File: src/hw/rtl/rcts_pkg.sv
// shared types, constants and codes for the rotated circular tilemap sampler
package rcts_pkg;

  // block constants
  localparam int RADIUS       = 64;
  localparam int SCALE_LOG2   = 3;
  localparam int SCALE        = 1 << SCALE_LOG2;
  localparam int MAP_DIM_MAX  = 64;
  localparam int BORDER_WIDTH = 3;
  localparam int INNER        = RADIUS - BORDER_WIDTH;

  // field widths
  localparam int CELL_W = 6;
  localparam int KIND_W = 2;
  localparam int PIX_W  = 8;
  localparam int DIM_W  = 7;
  localparam int POS_W  = 14;
  localparam int TRIG_W = 16;
  localparam int CLS_W  = 2;
  localparam int IDX_CFG_W = 3;

  // datapath widths
  localparam int DIST_W     = 2 * PIX_W + 1;
  localparam int PROD_W     = PIX_W + TRIG_W;
  localparam int BASE_SHIFT = 6 + SCALE_LOG2;
  localparam int NX_W       = POS_W + BASE_SHIFT + 3;
  localparam int DEN_LOG2   = SCALE_LOG2 + 14;
  localparam int COL_W      = NX_W - DEN_LOG2;
  localparam int IDX_W      = $clog2(MAP_DIM_MAX);
  localparam int CELLS      = MAP_DIM_MAX * MAP_DIM_MAX;
  localparam int ADDR_W     = $clog2(CELLS);
  localparam logic signed [NX_W-1:0] NEG_DEN = -(NX_W'(1) << DEN_LOG2);

  // queue between front and back
  localparam int QUEUE_DEPTH = 4;
  localparam int QPTR_W      = $clog2(QUEUE_DEPTH);
  localparam int QCNT_W      = $clog2(QUEUE_DEPTH + 1);

  // cell kinds as stored
  localparam logic [KIND_W-1:0] KIND_VOID = 2'd0;
  localparam logic [KIND_W-1:0] KIND_WALL = 2'd1;

  // configuration register indexes
  localparam logic [IDX_CFG_W-1:0] CFG_MAP_WIDTH  = 3'd0;
  localparam logic [IDX_CFG_W-1:0] CFG_MAP_HEIGHT = 3'd1;
  localparam logic [IDX_CFG_W-1:0] CFG_PLAYER_X   = 3'd2;
  localparam logic [IDX_CFG_W-1:0] CFG_PLAYER_Y   = 3'd3;
  localparam logic [IDX_CFG_W-1:0] CFG_COS_ANGLE  = 3'd4;
  localparam logic [IDX_CFG_W-1:0] CFG_SIN_ANGLE  = 3'd5;

  typedef enum logic {
    CMD_WRITE  = 1'b0,
    CMD_RENDER = 1'b1
  } cmd_t;

  typedef enum logic [CLS_W-1:0] {
    CLASS_VOID   = 2'd0,
    CLASS_WALL   = 2'd1,
    CLASS_FLOOR  = 2'd2,
    CLASS_BORDER = 2'd3
  } class_t;

  typedef struct packed {
    logic [DIM_W-1:0]         map_width;
    logic [DIM_W-1:0]         map_height;
    logic [POS_W-1:0]         player_x;
    logic [POS_W-1:0]         player_y;
    logic signed [TRIG_W-1:0] cos_angle;
    logic signed [TRIG_W-1:0] sin_angle;
  } cfg_t;

  // one classified request on its way to the back end
  typedef struct packed {
    cmd_t              op;
    logic              hit;     // write: inside store, render: inside map
    logic              drawn;
    logic              border;
    logic [KIND_W-1:0] kind;
    logic [ADDR_W-1:0] addr;
  } job_t;

  typedef struct packed {
    logic             ok;
    logic [IDX_W-1:0] idx;
  } axis_t;

endpackage

File: src/hw/rtl/rcts_queue.sv
// short register queue between the front and back ends
module rcts_queue import rcts_pkg::*; (
  input  logic clk,
  input  logic rst,
  input  logic push_valid,
  output logic push_ready,
  input  job_t push_job,
  output logic pop_valid,
  input  logic pop_ready,
  output job_t pop_job
);

  job_t              slots [QUEUE_DEPTH];
  logic [QPTR_W-1:0] wr_ptr, rd_ptr;
  logic [QCNT_W-1:0] count;
  logic              do_push, do_pop;

  assign push_ready = count != QCNT_W'(QUEUE_DEPTH);
  assign pop_valid  = count != '0;
  assign pop_job    = slots[rd_ptr];
  assign do_push    = push_valid && push_ready;
  assign do_pop     = pop_valid && pop_ready;

  always_ff @(posedge clk) begin
    if (rst) begin
      wr_ptr <= '0;
      rd_ptr <= '0;
      count  <= '0;
    end else begin
      if (do_push) begin
        wr_ptr <= (wr_ptr == QPTR_W'(QUEUE_DEPTH - 1)) ? '0 : wr_ptr + QPTR_W'(1);
      end
      if (do_pop) begin
        rd_ptr <= (rd_ptr == QPTR_W'(QUEUE_DEPTH - 1)) ? '0 : rd_ptr + QPTR_W'(1);
      end
      if (do_push && !do_pop) begin
        count <= count + QCNT_W'(1);
      end else if (do_pop && !do_push) begin
        count <= count - QCNT_W'(1);
      end
    end
    if (do_push) begin
      slots[wr_ptr] <= push_job;
    end
  end

endmodule

File: config.mk
export PLATFORM = sky130hd
export DESIGN_NAME = rcts_queue
export DESIGN_NICKNAME = d
export VERILOG_FILES = /design/src/hw/rtl/rcts_pkg.sv /design/src/hw/rtl/rcts_queue.sv
export SDC_FILE = /design/constraint.sdc
export NUM_CORES = 1
export LEC_CHECK = 0
export BUFFER_PORTS_ARGS = -buffer_cell sky130_fd_sc_hd__buf_2
export CAP_MARGIN = 20
export CORE_MARGIN = 3
export CORE_UTILIZATION = 59
export DETAILED_ROUTE_END_ITERATION = 10
export PLACE_DENSITY_LB_ADDON = 0.3
export SLEW_MARGIN = 10
export SYNTH_ARGS = -nofsm -noshare
export SYNTH_HDL_FRONTEND = slang
export SYNTH_SLANG_ARGS = --single-unit
File: constraint.sdc
create_clock -name clk -period 3.5 [get_ports clk]
set_input_delay 0.875 -clock clk [delete_from_list [all_inputs] [get_ports clk]]
set_output_delay 0.875 -clock clk [all_outputs]
set_load 0.03 [all_outputs]
==> Word-level counts from Yosys, hierarchy flattened <==
Memories as Yosys holds them, arrays and structs flattened. A register that Yosys moved wholly into a read port is not among the register bits.
Index checks and enable logic that the tools add are counted.
{ "totals": {"out_inout_bits": 20, "in_bits": 22, "latch_bits": 0, "ff_bits": 7, "rom_bits": 0, "n_memories": 1, "mem_bits_rw": 72} }
{ "mem_list": {"columns": ["memory", "words", "width", "read_ports", "rd_ports_with_merged_regs", "wr", "line_no", "text"], "rows": [
  ["slots", 4, 18, 1, 1, 1, "rcts_queue.sv:13", "job_t slots [QUEUE_DEPTH];"]
]} }
{ "op_classes": {"reduce_logical": 8, "eq_ne": 3, "mul": 0, "div_mod_pow": 0, "n_mux": 8, "add_sub_neg": 4, "shifts": 0, "bitwise_logic": 0, "n_lt_le_gt_ge": 0} }
{ "op_table": {"columns": ["cell", "count"], "rows": [
  ["$mux 2", 4],
  ["$mux 3", 2],
  ["$add 2x1->2 const B", 2],
  ["$eq 2x2->1 const B", 2],
  ["$logic_and 1x1->1", 4],
  ["$add 3x1->3 const B", 1],
  ["$ne 3x3->1 const B", 1],
  ["$reduce_bool 3->1", 1],
  ["$sub 3x1->3 const B", 1],
  ["$logic_not 1->1", 2],
  ["$mux 1", 2],
  ["$reduce_bool 2->1", 1]
]} }

==> Longest topological paths before layout <==
{ "depth": {"word_depth": 6, "depth_mapped": 9, "depth_no_buf": 8} }

==> Least setup slack after synthesis <==
Ideal clock, no wire load.
{ "synth_timing": {"kind": "in2reg", "startpoint": "input port pop_ready", "endpoint": "register count[2]", "arrival_ps": 2328, "path_stages": 7, "path_slack_ps": 1101, "required_time_ps": 3430, "n_path_buf": 0, "cell_sequence": "o31ai_1 ha_1 inv_1 fa_1 xor2_1 or3_2 a21oi_1"} }
{ "synth_via": {"elab_chain_cells": 4, "elab_cells_between_ends": 6} }
{ "synth_lines": {"columns": ["item", "line_no", "text"], "rows": [
  ["start: declaration", "rcts_queue.sv:9", "input logic pop_ready,"],
  ["$logic_and 1x1->1 *", "rcts_queue.sv:22", "assign do_pop = pop_valid && pop_ready;"],
  ["$logic_not 1->1", "rcts_queue.sv:36", "if (do_push && !do_pop) begin"],
  ["$logic_and 1x1->1", "rcts_queue.sv:36", null],
  ["$mux 3 or $reduce_bool 2->1 (tied branches)", null, null],
  ["end signal: assignment", "rcts_queue.sv:37", "count <= count + QCNT_W'(1);"],
  ["end signal: assignment", "rcts_queue.sv:39", "count <= count - QCNT_W'(1);"],
  ["end: declaration", "rcts_queue.sv:15", "logic [QCNT_W-1:0] count;"]
]} }
Mark *: on every way between the ends. The rest lies on a longest branch, timed or not.
A chain may end at the register's enable or synchronous reset.

==> impl_metrics.env <==
export IMPL_status="completed"
export IMPL_crit_type="flop to output port"
export IMPL_synth_edf_count=72
export IMPL_timing_rr_start="count[0]$_SDFFE_PP0P_"
export IMPL_ff2ff_setup_slack_ns=1.17
export IMPL_htreeDepth=3
export IMPL_routedWlPerCell_microns=18.0
export IMPL_cts_resized=0
export IMPL_yosysSeqAreaShare=0.762
export IMPL_cp_required_ns=2.62
export IMPL_slew_headroom=0.414
export IMPL_cp_endpoint="pop_job[8]"
export IMPL_synth_area_sq_mm=0.00308
export IMPL_p_leak_nw=1.24
export IMPL_skew_ns=0.00835
export IMPL_ir_worst_vdd_uv=427
export IMPL_antenna_found_initial=0
export IMPL_synth_top_family_by_area="multiplexers"
export IMPL_drtIter0Drc=87
export IMPL_cts_buffers_inserted=9
export IMPL_fin_crit_sh=0.784
export IMPL_dpl_worst_slack_ns=0.885
export IMPL_design_area_sq_mm=0.00352
export IMPL_syn_area_per_cell_sq_um=21.7
export IMPL_cts_tree="built"
export IMPL_cp_num_buf_inv=1
export IMPL_layout_common_cells="72 x edfxtp_1, 41 x buf_2, 18 x mux4_2"
export IMPL_routed_via_count=1395
export IMPL_synth_top_area_frac=0.703
export IMPL_ios=42
export IMPL_worst_slack_ns=0.757
export IMPL_synth_ff_type="edfxtp_1"
export IMPL_cp_num_cells=2
export IMPL_synth_fa_ha_area_frac=0.0309
export IMPL_setup_viol=0
export IMPL_insertion_delay_ns=0.34
export IMPL_synth_area_mux_share=0.142
export IMPL_coreArea_sq_mm=0.00488
export IMPL_die_w_microns=78.2
export IMPL_clk_pin_slew_worst_paths_ns=0.08
export IMPL_drc=0
export IMPL_fin_tns_setup_ns=0
export IMPL_root_buffer="clkbuf_8"
export IMPL_firstDrtPassIters=4
export IMPL_row_count=25
export IMPL_synth_area_leaders="edfxtp_1 70%, mux4_2 13%, dfxtp_1 5.9%"
export IMPL_io_buffer_count=41
export IMPL_initial_core_util=0.630
export IMPL_synth_compound_area_share=0.0114
export IMPL_layout_drive_gt1_share=0.428
export IMPL_cp_start_kind="flop"
export IMPL_reg2reg_to="count[2]$_SDFFE_PP0P_"
export IMPL_synthCells=142
export IMPL_grt_pass1_wl_mm=7.68
export IMPL_fillers=307
export IMPL_synth_warnings=0
export IMPL_grt_use_total=0.177
export IMPL_grt_pass1_vias=1495
export IMPL_arrival_ns=1.87
export IMPL_dieHeight_microns=78.2
export IMPL_yosys_area_top_type="edfxtp_1"
export IMPL_path_cells="mux4_2 > buf_2"
export IMPL_maxSlewViolCount=0
export IMPL_p_per_area_mw_per_mm2=731
export IMPL_gp_congestion=0.686
export IMPL_grt_max_degree=19
export IMPL_drt_total_wl_mm=4.69
export IMPL_cts_buffer_depth=2
export IMPL_fmax_mhz=365
export IMPL_crit_slowest_cell="dfxtp_1"
export IMPL_synthSimpleGateAreaFrac=0.0346
export IMPL_area_growth_pct=14.6
export IMPL_async_reset_ff_frac=0
export IMPL_power_mw=2.58
export IMPL_hold_viol=0
export IMPL_ys_ff_latch=81
export IMPL_period_needed_ns=2.74
export IMPL_hp_start="rd_ptr[0]$_SDFFE_PP0P_"
export IMPL_viasPerCell=5.34
export IMPL_gr_total_overflow=0
export IMPL_rsz0062_at_grt="false"
export IMPL_endpoint_kind="output port"
export IMPL_mappedNetlistNets=171
export IMPL_dpl_cell_area_sq_mm=0.00334
export IMPL_layout_cells_most_common="edfxtp_1"
export IMPL_cp_top_family="flip-flops"
export IMPL_synth_xor_area_frac=0.00570
export IMPL_cts_hold_buffers_added=0
export IMPL_worst_slew_pin_transition_ns=0.878
export IMPL_die_area_sq_mm=0.00612
export IMPL_slowest_delay_ns=0.90
export IMPL_cts_sinks=81
export IMPL_reg2reg_depth=7
export IMPL_nets=218
export IMPL_hold_path_class="flop to flop"
export IMPL_postCtsSetupRepairBufs=0
export IMPL_crit_fanout=18
export IMPL_hpwl_mm=3.04
export IMPL_diodes=0
export IMPL_cap_violations=0
export IMPL_synth_distinct_cells=26
export IMPL_antenna_left=0
-- power breakdown --
part	leakage, nW	switching (mW)	internal, mW
Clock	0.0962	0.311	0.322
Sequential	0.734	0.0615	1.18
Combinational	0.412	0.426	0.279
Total	1.24	0.798	1.78
-- layout make-up --
cell class	count	area [sq um]	share of cell area
clock buffer	9	124	0.0351
clock inverter	7	61.3	0.0174
inverter	3	11.3	0.00319
multi-input combinational	52	689	0.196
sequential	81	2340	0.665
tap	67	83.8	0.0238
timing repair buffer	42	213	0.0603
-- worst reg2reg max path, stage by stage (launching register included) --
cell and delay, ns:
dfxtp_1 0.37, o31ai_1 0.47, ha_1 0.28, inv_1 0.06, fa_1 0.38, xor2_1 0.15, or3_2 0.41, a21oi_1 0.14
-- synth_stat cells, types with 2 or more instances --
| cell type | number |
|---|---|
| a21oi_1 | 2 |
| and3_2 | 4 |
| buf_4 | 2 |
| clkbuf_1 | 2 |
| dfxtp_1 | 9 |
| edfxtp_1 | 72 |
| ha_1 | 6 |
| inv_1 | 3 |
| mux2i_1 | 3 |
| mux4_2 | 18 |
| nand2b_1 | 2 |
| nor2_1 | 3 |
| or3_2 | 2 |
| xor2_1 | 2 |
-- routing by layer --
metal  GRT usage  routed length, microns
met1       0.234                    2040
met2       0.268                    2340
met3      0.0596                     246
met4      0.0839                      66
met5           0                       0
-- kinds of logic after synthesis --
group | count (synthesis)
flip-flops | 81
multiplexers | 21
AND/OR/NAND/NOR | 17
buffers and inverters | 9
adder cells (fa/ha/maj) | 7
AO/OA/AOI/OAI | 5
XOR/XNOR | 2
-- registers in the layout, summed over array words and instances (netlist names), named ones only --
register,flops
wr_ptr,2
count,3
rd_ptr,2
slots,72
-- per-stage QoR --
step | hold WS [ns] | utilization | cells
6_report | 0.518 | 0.722 | 261
5_1_grt | 0.554 | 0.722 | 261
4_1_cts | 0.521 | 0.722 | 261
3_5_place_dp | 0.508 | 0.684 | 245
3_3_place_gp | 0.488 | 0.684 | 245
2_1_floorplan | 0.463 | - | 142
-- worst min-delay path by stage --
stage,endpoint,cells after the start
2_1_floorplan,flop,2
3_3_place_gp,rd_ptr[0]$_SDFFE_PP0P_,2
3_5_place_dp,flop,2
4_1_cts,rd_ptr[0]$_SDFFE_PP0P_,2
5_1_grt,rd_ptr[0]$_SDFFE_PP0P_,2
6_report,flop,2
Note: power is estimated with default switching activity, not from simulation.
